`src/hdl/rtd_pkg.sv`:
```
// ----------------------------------------------------------------------------
// rtd_pkg
// Shared widths, codes, command/status types and the tile table for the
// run-length tile map decoder.
// ----------------------------------------------------------------------------
package rtd_pkg;

    // Configuration port
    localparam int CFG_W     = 13;
    localparam int CFG_IDX_W = 1;
    localparam logic [CFG_IDX_W-1:0] CFG_IMAGE_WIDTH  = 1'd0;
    localparam logic [CFG_IDX_W-1:0] CFG_IMAGE_HEIGHT = 1'd1;

    localparam int RESET_IMAGE_WIDTH  = 640;
    localparam int RESET_IMAGE_HEIGHT = 480;
    localparam int MIN_IMAGE_WIDTH    = 32;

    // Defaults for the top-level parameters
    localparam int DEF_MAX_IMAGE_DIM = 4096;
    localparam int DEF_BORDER_TILES  = 7;

    // Field widths
    localparam int CODE_W  = 8;
    localparam int COUNT_W = 8;
    localparam int IDX_W   = 6;
    localparam int RUN_W   = 10;
    localparam int TILE_W  = 8;
    localparam int ROW_W   = 13;
    localparam int COL_W   = 13;
    localparam int ADDR_W  = 26;
    localparam int SEG_W   = 10;

    localparam int IN_TDATA_W  = 16;
    localparam int OUT_TDATA_W = 72;
    localparam int OUT_TUSER_W = 2;

    localparam int TILE_KINDS = 33;
    localparam logic [TILE_W-1:0] TILE_REMAP_FROM = 8'h1B;

    // A run never spans more rows than this past its first segment, so the
    // row count used for the capacity check saturates here.
    localparam int RUN_MAX    = 2**RUN_W - 1;
    localparam int ROWS_CLAMP = (RUN_MAX + MIN_IMAGE_WIDTH) / MIN_IMAGE_WIDTH;
    localparam int RC_W       = $clog2(ROWS_CLAMP + 1);

    // Controller -> datapath
    typedef struct packed {
        logic accept;     // input transaction taken this cycle
        logic setup;      // first setup step: limits, stride, first segment
        logic check;      // second setup step: capacity / overflow check
        logic emit_load;  // load one result into the output register
    } t_rtd_cmd;

    // Datapath -> controller
    typedef struct packed {
        logic run_end;    // terminator code
        logic run_none;   // empty run, or starts beyond last row
        logic out_free;   // output register can take a result
        logic seg_last;   // the result being formed closes this input
    } t_rtd_status;

    // Tile index -> tile code, with the 0x1B -> 0 remap folded in
    function automatic logic [TILE_W-1:0] tile_lookup(input logic [IDX_W-1:0] idx);
        logic [TILE_W-1:0] t;
        unique case (idx)
            6'd0:    t = 8'h00;
            6'd1:    t = 8'h01;
            6'd2:    t = 8'h0A;
            6'd3:    t = 8'h05;
            6'd4:    t = 8'h02;
            6'd5:    t = 8'h07;
            6'd6:    t = 8'h1A;
            6'd7:    t = 8'h04;
            6'd8:    t = 8'h06;
            6'd9:    t = 8'h14;
            6'd10:   t = 8'h0C;
            6'd11:   t = 8'h40;
            6'd12:   t = 8'h44;
            6'd13:   t = 8'h41;
            6'd14:   t = 8'h45;
            6'd15:   t = 8'h42;
            6'd16:   t = 8'h46;
            6'd17:   t = 8'h43;
            6'd18:   t = 8'h47;
            6'd19:   t = 8'h1B;
            6'd20:   t = 8'h16;
            6'd21:   t = 8'h17;
            6'd22:   t = 8'h18;
            6'd23:   t = 8'h19;
            6'd24:   t = 8'h0F;
            6'd25:   t = 8'h10;
            6'd26:   t = 8'h12;
            6'd27:   t = 8'h13;
            6'd28:   t = 8'h1C;
            6'd29:   t = 8'h1D;
            6'd30:   t = 8'h1E;
            6'd31:   t = 8'h1F;
            6'd32:   t = 8'h81;
            default: t = 8'h00;
        endcase
        if (t == TILE_REMAP_FROM) begin
            t = '0;
        end
        return t;
    endfunction

endpackage

```
`src/hdl/rle_tilemap_decoder.sv`:
```
// ----------------------------------------------------------------------------
// rle_tilemap_decoder
// Run-length tile map decoder: two-byte run codes in, row segments out.
// ----------------------------------------------------------------------------
// Each accepted run code passes a setup step (clamped sizes, wrap column,
// row limit, stride exponent) and a check step (a small multiply that checks
// the run against the room left up to the end of the last interior row),
// after which one row segment is produced per cycle by the segment step
// while the output register is free. The next code is taken on the cycle the
// last segment is loaded; an end-of-map code gives one result, an empty or
// dropped run none. The overflow bit of every result already reflects the
// whole run it belongs to. Configuration must be written by the user only
// while the block is idle; the block itself does not enforce it.
// ----------------------------------------------------------------------------
module rle_tilemap_decoder
    import rtd_pkg::*;
#(
    parameter int MAX_IMAGE_DIM = DEF_MAX_IMAGE_DIM,
    parameter int BORDER_TILES  = DEF_BORDER_TILES
) (
    input  logic                   i_clk,
    input  logic                   i_rst_n,
    // configuration
    input  logic                   i_cfg_wr_en,
    input  logic [CFG_IDX_W-1:0]   i_cfg_index,
    input  logic [CFG_W-1:0]       i_cfg_data,
    // run codes
    input  logic                   i_s_axis_tvalid,
    output logic                   o_s_axis_tready,
    input  logic [IN_TDATA_W-1:0]  i_s_axis_tdata,   // code_byte[7:0], count_byte[15:8]
    // segments
    output logic                   o_m_axis_tvalid,
    input  logic                   i_m_axis_tready,
    output logic [OUT_TDATA_W-1:0] o_m_axis_tdata,   // tile_value[7:0], row_index[20:8],
                                                     // start_column[33:21],
                                                     // start_address[59:34],
                                                     // segment_length[69:60], zero pad
    output logic                   o_m_axis_tlast,   // last_of_run
    output logic [OUT_TUSER_W-1:0] o_m_axis_tuser    // map_end[0], overflow[1]
);

    t_rtd_cmd          w_cmd;
    t_rtd_status       w_status;
    logic [TILE_W-1:0] w_tile;
    logic [ROW_W-1:0]  w_row;
    logic [COL_W-1:0]  w_col;
    logic [ADDR_W-1:0] w_addr;
    logic [SEG_W-1:0]  w_len;
    logic              w_map_end;
    logic              w_ovf;

    rtd_ctrl u_ctrl (
        .i_clk      (i_clk),
        .i_rst_n    (i_rst_n),
        .i_in_valid (i_s_axis_tvalid),
        .o_in_ready (o_s_axis_tready),
        .i_status   (w_status),
        .o_cmd      (w_cmd)
    );

    rtd_datapath #(
        .MAX_IMAGE_DIM (MAX_IMAGE_DIM),
        .BORDER_TILES  (BORDER_TILES)
    ) u_datapath (
        .i_clk            (i_clk),
        .i_rst_n          (i_rst_n),
        .i_cfg_wr_en      (i_cfg_wr_en),
        .i_cfg_index      (i_cfg_index),
        .i_cfg_data       (i_cfg_data),
        .i_code_byte      (i_s_axis_tdata[CODE_W-1:0]),
        .i_count_byte     (i_s_axis_tdata[CODE_W+COUNT_W-1:CODE_W]),
        .i_cmd            (w_cmd),
        .o_status         (w_status),
        .i_out_ready      (i_m_axis_tready),
        .o_out_valid      (o_m_axis_tvalid),
        .o_tile_value     (w_tile),
        .o_row_index      (w_row),
        .o_start_column   (w_col),
        .o_start_address  (w_addr),
        .o_segment_length (w_len),
        .o_last_of_run    (o_m_axis_tlast),
        .o_map_end        (w_map_end),
        .o_overflow       (w_ovf)
    );

    // Result packing, first field in the low bits
    assign o_m_axis_tdata = {2'b00, w_len, w_addr, w_col, w_row, w_tile};
    assign o_m_axis_tuser = {w_ovf, w_map_end};

endmodule

```
`src/hdl/rtd_ctrl.sv`:
```
// ----------------------------------------------------------------------------
// rtd_ctrl
// Sequencer: takes one run code, steps it through the setup and check states,
// then issues one segment load per free output slot until the run is done.
// ----------------------------------------------------------------------------
module rtd_ctrl
    import rtd_pkg::*;
(
    input  logic        i_clk,
    input  logic        i_rst_n,
    input  logic        i_in_valid,
    output logic        o_in_ready,
    input  t_rtd_status i_status,
    output t_rtd_cmd    o_cmd
);

    localparam logic [1:0] ST_IDLE  = 2'd0;
    localparam logic [1:0] ST_SETUP = 2'd1;
    localparam logic [1:0] ST_CHECK = 2'd2;
    localparam logic [1:0] ST_EMIT  = 2'd3;

    logic [1:0] r_state;
    logic [1:0] n_state;
    logic       w_load;
    logic       w_accept;

    // Next run may enter on the cycle that the current one closes
    assign w_load     = (r_state == ST_EMIT) && i_status.out_free;
    assign o_in_ready = (r_state == ST_IDLE) || (w_load && i_status.seg_last);
    assign w_accept   = i_in_valid && o_in_ready;

    assign o_cmd.accept    = w_accept;
    assign o_cmd.setup     = (r_state == ST_SETUP);
    assign o_cmd.check     = (r_state == ST_CHECK);
    assign o_cmd.emit_load = w_load;

    // State transitions
    always_comb begin
        n_state = r_state;
        unique case (r_state)
            ST_IDLE: begin
                if (w_accept) n_state = ST_SETUP;
            end
            ST_SETUP: begin
                n_state = ST_CHECK;
            end
            ST_CHECK: begin
                if (i_status.run_end)       n_state = ST_EMIT;
                else if (i_status.run_none) n_state = ST_IDLE;
                else                        n_state = ST_EMIT;
            end
            ST_EMIT: begin
                if (w_load && i_status.seg_last) begin
                    n_state = w_accept ? ST_SETUP : ST_IDLE;
                end
            end
            default: n_state = ST_IDLE;
        endcase
    end

    always_ff @(posedge i_clk) begin
        if (!i_rst_n) begin
            r_state <= ST_IDLE;
        end else begin
            r_state <= n_state;
        end
    end

endmodule

```
`src/hdl/rtd_datapath.sv`:
```
// ----------------------------------------------------------------------------
// rtd_datapath
// Configuration registers, map position, run setup (limits, stride exponent,
// overflow prediction) and the per-segment step with its output register.
// ----------------------------------------------------------------------------
module rtd_datapath
    import rtd_pkg::*;
#(
    parameter int MAX_IMAGE_DIM = DEF_MAX_IMAGE_DIM,
    parameter int BORDER_TILES  = DEF_BORDER_TILES
) (
    input  logic                 i_clk,
    input  logic                 i_rst_n,
    input  logic                 i_cfg_wr_en,
    input  logic [CFG_IDX_W-1:0] i_cfg_index,
    input  logic [CFG_W-1:0]     i_cfg_data,
    input  logic [CODE_W-1:0]    i_code_byte,
    input  logic [COUNT_W-1:0]   i_count_byte,
    input  t_rtd_cmd             i_cmd,
    output t_rtd_status          o_status,
    input  logic                 i_out_ready,
    output logic                 o_out_valid,
    output logic [TILE_W-1:0]    o_tile_value,
    output logic [ROW_W-1:0]     o_row_index,
    output logic [COL_W-1:0]     o_start_column,
    output logic [ADDR_W-1:0]    o_start_address,
    output logic [SEG_W-1:0]     o_segment_length,
    output logic                 o_last_of_run,
    output logic                 o_map_end,
    output logic                 o_overflow
);

    localparam int MAPW_MAX   = MAX_IMAGE_DIM + 2 * BORDER_TILES;
    localparam int POS_W      = $clog2(MAPW_MAX + 1);
    localparam int PW1        = POS_W + 1;
    localparam int SH_MAX     = $clog2(MAPW_MAX);
    localparam int SH_W       = $clog2(SH_MAX + 1);
    localparam int ADDR_INT_W = POS_W + SH_MAX + 1;
    localparam int EXT_W      = ((CFG_W > POS_W) ? CFG_W : POS_W) + 1;
    localparam int CMP_W      = ((RUN_W > POS_W) ? RUN_W : POS_W) + 1;
    localparam int CAP_W      = POS_W + RC_W + 1;

    localparam logic [POS_W-1:0] BORDER_POS = POS_W'(BORDER_TILES);

    // Configuration and map state
    logic [CFG_W-1:0]   r_cfg_width;
    logic [CFG_W-1:0]   r_cfg_height;
    logic [POS_W-1:0]   r_row;
    logic [POS_W-1:0]   r_col;
    logic               r_ovf;

    // Captured run code
    logic [CODE_W-1:0]  r_code;
    logic [COUNT_W-1:0] r_count;

    // Run setup registers
    logic               r_end;
    logic [TILE_W-1:0]  r_tile;
    logic [RUN_W-1:0]   r_rem;
    logic [POS_W-1:0]   r_eff_w;
    logic [POS_W-1:0]   r_wrap;
    logic [POS_W-1:0]   r_limit_m1;
    logic [SH_W-1:0]    r_shift;
    logic               r_row_ok;
    logic [POS_W-1:0]   r_first;
    logic [RC_W-1:0]    r_rows_left;

    // Output register
    logic               r_out_valid;
    logic [TILE_W-1:0]  r_o_tile;
    logic [ROW_W-1:0]   r_o_row;
    logic [COL_W-1:0]   r_o_col;
    logic [ADDR_W-1:0]  r_o_addr;
    logic [SEG_W-1:0]   r_o_len;
    logic               r_o_last;
    logic               r_o_end;
    logic               r_o_ovf;

    // Setup combinational terms
    logic [EXT_W-1:0]   w_w_ext;
    logic [EXT_W-1:0]   w_h_ext;
    logic [POS_W-1:0]   w_eff_w;
    logic [POS_W-1:0]   w_eff_h;
    logic [POS_W-1:0]   w_map_w;
    logic [POS_W-1:0]   w_wrap;
    logic [POS_W-1:0]   w_limit;
    logic [POS_W-1:0]   w_rows_full;
    logic [SH_W-1:0]    w_shift;

    // Check terms
    logic [POS_W+RC_W-1:0] w_prod;
    logic [CAP_W-1:0]      w_cap;
    logic                  w_ovf_hit;

    // Segment step terms
    logic [POS_W-1:0]      w_seg_full;
    logic                  w_wrapped;
    logic [RUN_W-1:0]      w_seg;
    logic                  w_seg_last;
    logic [ADDR_INT_W-1:0] w_addr;

    // Configuration writes
    always_ff @(posedge i_clk) begin
        if (!i_rst_n) begin
            r_cfg_width  <= CFG_W'(RESET_IMAGE_WIDTH);
            r_cfg_height <= CFG_W'(RESET_IMAGE_HEIGHT);
        end else if (i_cfg_wr_en) begin
            unique case (i_cfg_index)
                CFG_IMAGE_WIDTH:  r_cfg_width  <= i_cfg_data;
                CFG_IMAGE_HEIGHT: r_cfg_height <= i_cfg_data;
                default: ;
            endcase
        end
    end

    // Clamped sizes, wrap column and row limit
    always_comb begin
        w_w_ext = EXT_W'(r_cfg_width);
        w_h_ext = EXT_W'(r_cfg_height);
        if (w_w_ext < EXT_W'(MIN_IMAGE_WIDTH))    w_eff_w = POS_W'(MIN_IMAGE_WIDTH);
        else if (w_w_ext > EXT_W'(MAX_IMAGE_DIM)) w_eff_w = POS_W'(MAX_IMAGE_DIM);
        else                                      w_eff_w = POS_W'(w_w_ext);
        if (w_h_ext > EXT_W'(MAX_IMAGE_DIM))      w_eff_h = POS_W'(MAX_IMAGE_DIM);
        else                                      w_eff_h = POS_W'(w_h_ext);
        w_map_w     = w_eff_w + BORDER_POS + BORDER_POS;
        w_wrap      = w_eff_w + BORDER_POS;
        w_limit     = w_eff_h + BORDER_POS;
        w_rows_full = w_limit - r_row - POS_W'(1);
    end

    // Stride exponent: count of powers of two below the map width
    always_comb begin
        w_shift = '0;
        for (int k = 0; k < SH_MAX; k++) begin
            if ((PW1'(1) << k) < PW1'(w_map_w)) begin
                w_shift = w_shift + SH_W'(1);
            end
        end
    end

    // Input capture, first setup step and remaining length
    always_ff @(posedge i_clk) begin
        if (i_cmd.accept) begin
            r_code  <= i_code_byte;
            r_count <= i_count_byte;
        end
        if (i_cmd.setup) begin
            r_end      <= (r_code[CODE_W-1:2] >= IDX_W'(TILE_KINDS));
            r_tile     <= tile_lookup(r_code[CODE_W-1:2]);
            r_rem      <= {r_count, r_code[1:0]};
            r_eff_w    <= w_eff_w;
            r_wrap     <= w_wrap;
            r_limit_m1 <= w_limit - POS_W'(1);
            r_shift    <= w_shift;
            r_row_ok   <= (r_row < w_limit);
            r_first    <= (r_col >= w_wrap) ? POS_W'(1) : (w_wrap - r_col);
            if (w_rows_full >= POS_W'(ROWS_CLAMP)) r_rows_left <= RC_W'(ROWS_CLAMP);
            else                                   r_rows_left <= RC_W'(w_rows_full);
        end else if (i_cmd.emit_load && !r_end) begin
            r_rem <= r_rem - w_seg;
        end
    end

    // Capacity left up to the end of the last interior row; a longer run overflows
    always_comb begin
        w_prod    = r_rows_left * r_eff_w;
        w_cap     = CAP_W'(w_prod) + CAP_W'(r_first);
        w_ovf_hit = !r_end && (CAP_W'(r_rem) > (r_row_ok ? w_cap : '0));
    end

    // One segment of the run
    always_comb begin
        w_seg_full = (r_col >= r_wrap) ? POS_W'(1) : (r_wrap - r_col);
        w_wrapped  = (CMP_W'(w_seg_full) <= CMP_W'(r_rem));
        w_seg      = w_wrapped ? RUN_W'(w_seg_full) : r_rem;
        w_seg_last = r_end || (CMP_W'(w_seg_full) >= CMP_W'(r_rem))
                     || (w_wrapped && (r_row >= r_limit_m1));
        w_addr     = (ADDR_INT_W'(r_row) << r_shift) + ADDR_INT_W'(r_col);
    end

    // Position and sticky overflow
    always_ff @(posedge i_clk) begin
        if (!i_rst_n) begin
            r_row <= BORDER_POS;
            r_col <= BORDER_POS;
            r_ovf <= 1'b0;
        end else begin
            if (i_cmd.check && w_ovf_hit) begin
                r_ovf <= 1'b1;
            end
            if (i_cmd.emit_load) begin
                if (r_end) begin
                    r_row <= BORDER_POS;
                    r_col <= BORDER_POS;
                end else if (w_wrapped) begin
                    r_row <= r_row + POS_W'(1);
                    r_col <= BORDER_POS;
                end else begin
                    r_col <= r_col + POS_W'(w_seg);
                end
            end
        end
    end

    // Output register
    always_ff @(posedge i_clk) begin
        if (!i_rst_n) begin
            r_out_valid <= 1'b0;
        end else if (i_cmd.emit_load) begin
            r_out_valid <= 1'b1;
        end else if (i_out_ready) begin
            r_out_valid <= 1'b0;
        end
    end

    always_ff @(posedge i_clk) begin
        if (i_cmd.emit_load) begin
            r_o_last <= w_seg_last;
            r_o_end  <= r_end;
            r_o_ovf  <= r_ovf;
            if (r_end) begin
                r_o_tile <= '0;
                r_o_row  <= '0;
                r_o_col  <= '0;
                r_o_addr <= '0;
                r_o_len  <= '0;
            end else begin
                r_o_tile <= r_tile;
                r_o_row  <= ROW_W'(r_row);
                r_o_col  <= COL_W'(r_col);
                r_o_addr <= ADDR_W'(w_addr);
                r_o_len  <= SEG_W'(w_seg);
            end
        end
    end

    assign o_status.run_end  = r_end;
    assign o_status.run_none = (r_rem == '0) || !r_row_ok;
    assign o_status.out_free = !r_out_valid || i_out_ready;
    assign o_status.seg_last = w_seg_last;

    assign o_out_valid      = r_out_valid;
    assign o_tile_value     = r_o_tile;
    assign o_row_index      = r_o_row;
    assign o_start_column   = r_o_col;
    assign o_start_address  = r_o_addr;
    assign o_segment_length = r_o_len;
    assign o_last_of_run    = r_o_last;
    assign o_map_end        = r_o_end;
    assign o_overflow       = r_o_ovf;

    // Checks
    a_ovf_sticky: assert property (@(posedge i_clk) disable iff (!i_rst_n)
        r_ovf |=> r_ovf)
        else $error("overflow flag cleared without reset");

    a_load_slot_free: assert property (@(posedge i_clk) disable iff (!i_rst_n)
        i_cmd.emit_load |-> (!r_out_valid || i_out_ready))
        else $error("result loaded over an untaken result");

    a_seg_nonzero: assert property (@(posedge i_clk) disable iff (!i_rst_n)
        (r_out_valid && !r_o_end) |-> (r_o_len != '0))
        else $error("segment result with zero length");

    a_end_closes: assert property (@(posedge i_clk) disable iff (!i_rst_n)
        (r_out_valid && r_o_end) |-> (r_o_last && (r_o_len == '0)))
        else $error("end-of-map result malformed");

    a_col_border: assert property (@(posedge i_clk) disable iff (!i_rst_n)
        i_cmd.emit_load |=> (r_col >= BORDER_POS))
        else $error("column moved into the left border");

endmodule

```
`config.mk`:
```
export PLATFORM = sky130hd
export DESIGN_NAME = rle_tilemap_decoder
export DESIGN_NICKNAME = d
export VERILOG_FILES = /design/src/hdl/rtd_pkg.sv /design/src/hdl/rle_tilemap_decoder.sv /design/src/hdl/rtd_ctrl.sv /design/src/hdl/rtd_datapath.sv
export SDC_FILE = /design/constraint.sdc
export NUM_CORES = 1
export LEC_CHECK = 0
export ABC_AREA = 1
export BUFFER_PORTS_ARGS = -buffer_cell sky130_fd_sc_hd__buf_4
export CORE_UTILIZATION = 63
export CTS_CLUSTER_SIZE = 20
export DETAILED_ROUTE_END_ITERATION = 8
export PLACE_DENSITY_LB_ADDON = 0.12
export SLEW_MARGIN = 20
export SYNTH_ARGS = -nofsm -noshare
export SYNTH_HDL_FRONTEND = slang
export SYNTH_HIERARCHICAL = 1
export SYNTH_SLANG_ARGS = --single-unit
```
`constraint.sdc`:
```
create_clock -name i_clk -period 8.39 [get_ports i_clk]
set_input_delay 0.839 -clock i_clk [delete_from_list [all_inputs] [get_ports i_clk]]
set_output_delay 0.839 -clock i_clk [all_outputs]
set_load 0.005 [all_outputs]
```
==> results.py <==
metrics = {
    "synth": {
        "yosys_warnings": 6,
        "dominantRegCellSynth": "edfxtp_1",
        "synth_cells": 2468,
        "yosysUniqueCellTypes": 64,
        "ys_async_sr_fraction": 0,
        "syn_avg_cell_area_sq_um": 7.779,
        "netlist_area_sq_mm": 0.01920,
        "synth_seq_cells": 232,
        "ys_seq_area_frac": 0.3300,
        "synth_edf_count": 169,
    },
    "floorplan": {
        "num_rows": 63,
        "core_area_sq_mm": 0.02980,
        "dieArea_sq_mm": 0.03118,
        "io_pins": 112,
        "die_w_um": 176.6,
        "fp.dieH_um": 176.6,
        "start_util": 0.6443,
    },
    "timing": {
        "finalCritPeriodShare": 0.8307,
        "worst_pin_slew_ns": 1.050,
        "period_needed_ns": 6.970,
        "maxSlewViolCount": 0,
        "slew_headroom": 0.2997,
        "fin_ws_ns": 1.420,
        "fmaxAchievable_ghz": 0.1435,
        "fin_tns_setup_ns": 0,
        "finalHoldViolations": 0,
        "fin_skew_ns": 0.01471,
        "finalSetupViolations": 0,
        "rsz0062_at_grt": "false",
    },
    "worst_setup_path": {
        "critPathKind": "flip-flop to flip-flop",
        "critical-path-max-stage-delay_ns": 0.44,
        "crit_buf_inv": 4,
        "start_kind": "flip-flop",
        "cp_top_family": "compound AO/OA/AOI/OAI gates",
        "worstPathRequired_ns": 8.87,
        "critPathArrivalTime_ns": 7.45,
        "end_kind": "flip-flop",
        "crit_slowest_cell": "dfxtp_1",
        "crit_path_frequent_cell": "nand2_1",
        "cp_max_fo": 17,
    },
    "outcome": {
        "outcome": "finished, final reports clean",
    },
    "route": {
        "wl_per_cell_um": 16.75,
        "ant_nets": 0,
        "routed_via_density": 5.682,
        "drt_first_pass_iters": 5,
        "routed_wl_um": 49660,
        "dr.first_iter.drc_count": 1450,
        "drc": 0,
        "vias": 16840,
    },
    "layout": {
        "nets": 2829,
        "n_antenna_cell": 0,
        "final_area_sq_mm": 0.02124,
        "layout.cells.non_filler": 2964,
        "multi_input_area_sq_mm": 0.01101,
        "final-seq-area_sq_mm": 0.006336,
        "syn_to_final_growth_pct": 10.62,
        "fill_cells": 2450,
        "drive_gt1_frac": 0.1053,
    },
    "placed_design": {
        "place.gp.congestion": 0.9707,
        "dp_cells": 2914,
        "pre_cts_ws_ns": 1.610,
        "dpl_cell_area_sq_mm": 0.02029,
        "port_buffers": 108,
        "dpl.hpwl_um": 38620,
    },
    "power_and_ir_drop": {
        "p_per_area_mw_per_mm2": 245.1,
        "leakage_uw": 0.01013,
        "ir_drop_uv": 202.9,
    },
    "clock_network": {
        "cts.clk_slew.worst_paths_ns": 0.06,
        "cts_buffer_depth": 3,
        "htree_levels": 1,
        "root_buffer": "clkbuf_16",
        "clock_latency_ns": 0.56,
        "tritoncts": "built",
        "post-cts-setup-buffer-count": 0,
        "numCtsBuffers": 27,
        "cts.sinks": 232,
        "cts_resized": 0,
        "cts_hold_buf": 0,
    },
    "global_route": {
        "grt_pass1_wl_um": 79540,
        "track_usage": 0.3216,
        "overflow": 0,
        "grt_pass1_vias": 16140,
        "antenna_found_initial": 1,
        "grt_max_degree": 67,
    },
    "run": {
        "maxCapViolations": 0,
    },
    "worst_hold_path": {
        "hold_path_class": "flip-flop to flip-flop",
    },
}
==> cell type report <==
type	count	area share
multi-input cells	1754	0.5182
inverters	423	0.07517
well taps	390	0.02298
flip-flops and latches	232	0.2983
clock inverters	18	0.01049
repair buffers	115	0.04065
clock buffers	32	0.03417
==> routing by layer <==
metal	part of all wire	GRT usage	routed length (um)
met2	0.47	0.5394	23200
met5	0.00038	0	19
met1	0.43	0.4324	21450
met3	0.075	0.04479	3719
met4	0.026	0.09231	1279
==> report_power, final <==
| part | total, uW | switching, uW | internal (uW) |
|---|---|---|---|
| Clock | 1250 | 504 | 748 |
| Sequential | 1460 | 96.2 | 1370 |
| Combinational | 2490 | 1580 | 915 |
==> placed cells by master (no fill, tap or decap), drive strengths merged, types with 38 or more instances in the layout <==
cell type / count
a21oi: 154
buf: 115
dfxtp: 63
edfxtp: 169
fa: 61
ha: 180
inv: 419
nand2: 534
nand3: 110
nor2: 276
nor3: 38
o21ai: 172
xor2: 54
==> registers in the layout, indices dropped and copies added, names as in the netlist, 13 cells and up, named ones only <==
signal	cells
u_datapath/r_cfg_height	13
u_datapath/r_first	13
u_datapath/o_row_index	13
u_datapath/r_eff_w	13
u_datapath/r_row	13
u_datapath/r_cfg_width	13
u_datapath/r_limit_m1	13
u_datapath/r_wrap	13
u_datapath/o_start_column	13
u_datapath/r_col	13
u_datapath/o_start_address	26
==> cell usage after synthesis, types with 9 or more instances <==
cell	number	share of area
edfxtp_1	169	0.26
o21bai_1	12	0.0047
inv_2	13	0.0025
inv_1	403	0.079
or2_2	22	0.0072
nor4_1	9	0.0029
nand2_1	501	0.098
nand2_2	22	0.0072
nand2_4	10	0.0059
o31ai_1	10	0.0039
nor3_1	38	0.0099
nand4_1	23	0.0075
o21ai_0	165	0.043
fa_1	61	0.064
xnor2_1	14	0.0064
o211ai_1	15	0.0059
a211oi_1	10	0.0039
a21oi_1	154	0.040
buf_4	9	0.0035
xor2_1	53	0.024
nor2_2	10	0.0033
clkbuf_1	47	0.0092
ha_1	180	0.12
nor2_1	255	0.050
nand3_2	10	0.0052
dfxtp_1	63	0.066
nand3_1	98	0.026
==> cell families after synthesis <==
logic type | after synthesis | share of synthesized area
flops | 232 | 0.3300
simple gates | 1022 | 0.2376
other cells | 3 | 0.0005865
fa+ha+maj | 241 | 0.1809
compound gates | 409 | 0.1187
buf+inv | 487 | 0.09769
mux | 6 | 0.003128
xor+xnor | 68 | 0.03141
==> path summary, 6_finish.rpt <==
check | startpoint | cells after the start | to | slack, ns
setup / recovery | u_datapath/r_col[2] | 40 | u_datapath/r_col[12] | 1.42
hold / removal | flip-flop | 0 | u_datapath/r_tile[7] | 0.43
setup reg to reg | u_datapath/r_col[2] | 40 | u_datapath/r_col[12] | 1.42
hold reg to reg | flip-flop | 0 | u_datapath/r_tile[7] | 0.43
==> metrics by stage <==
step                      utilization  hold WS (ns)  power [uW]
after floorplan                     -        0.4090        3322
after global placement         0.6809        0.4195        3827
after detailed placement       0.6809        0.4204        3912
after CTS                      0.7128        0.4339        5194
after global routing           0.7128        0.4439        5611
final                          0.7128        0.4327        5205
Power figures use the tool's default switching activity.
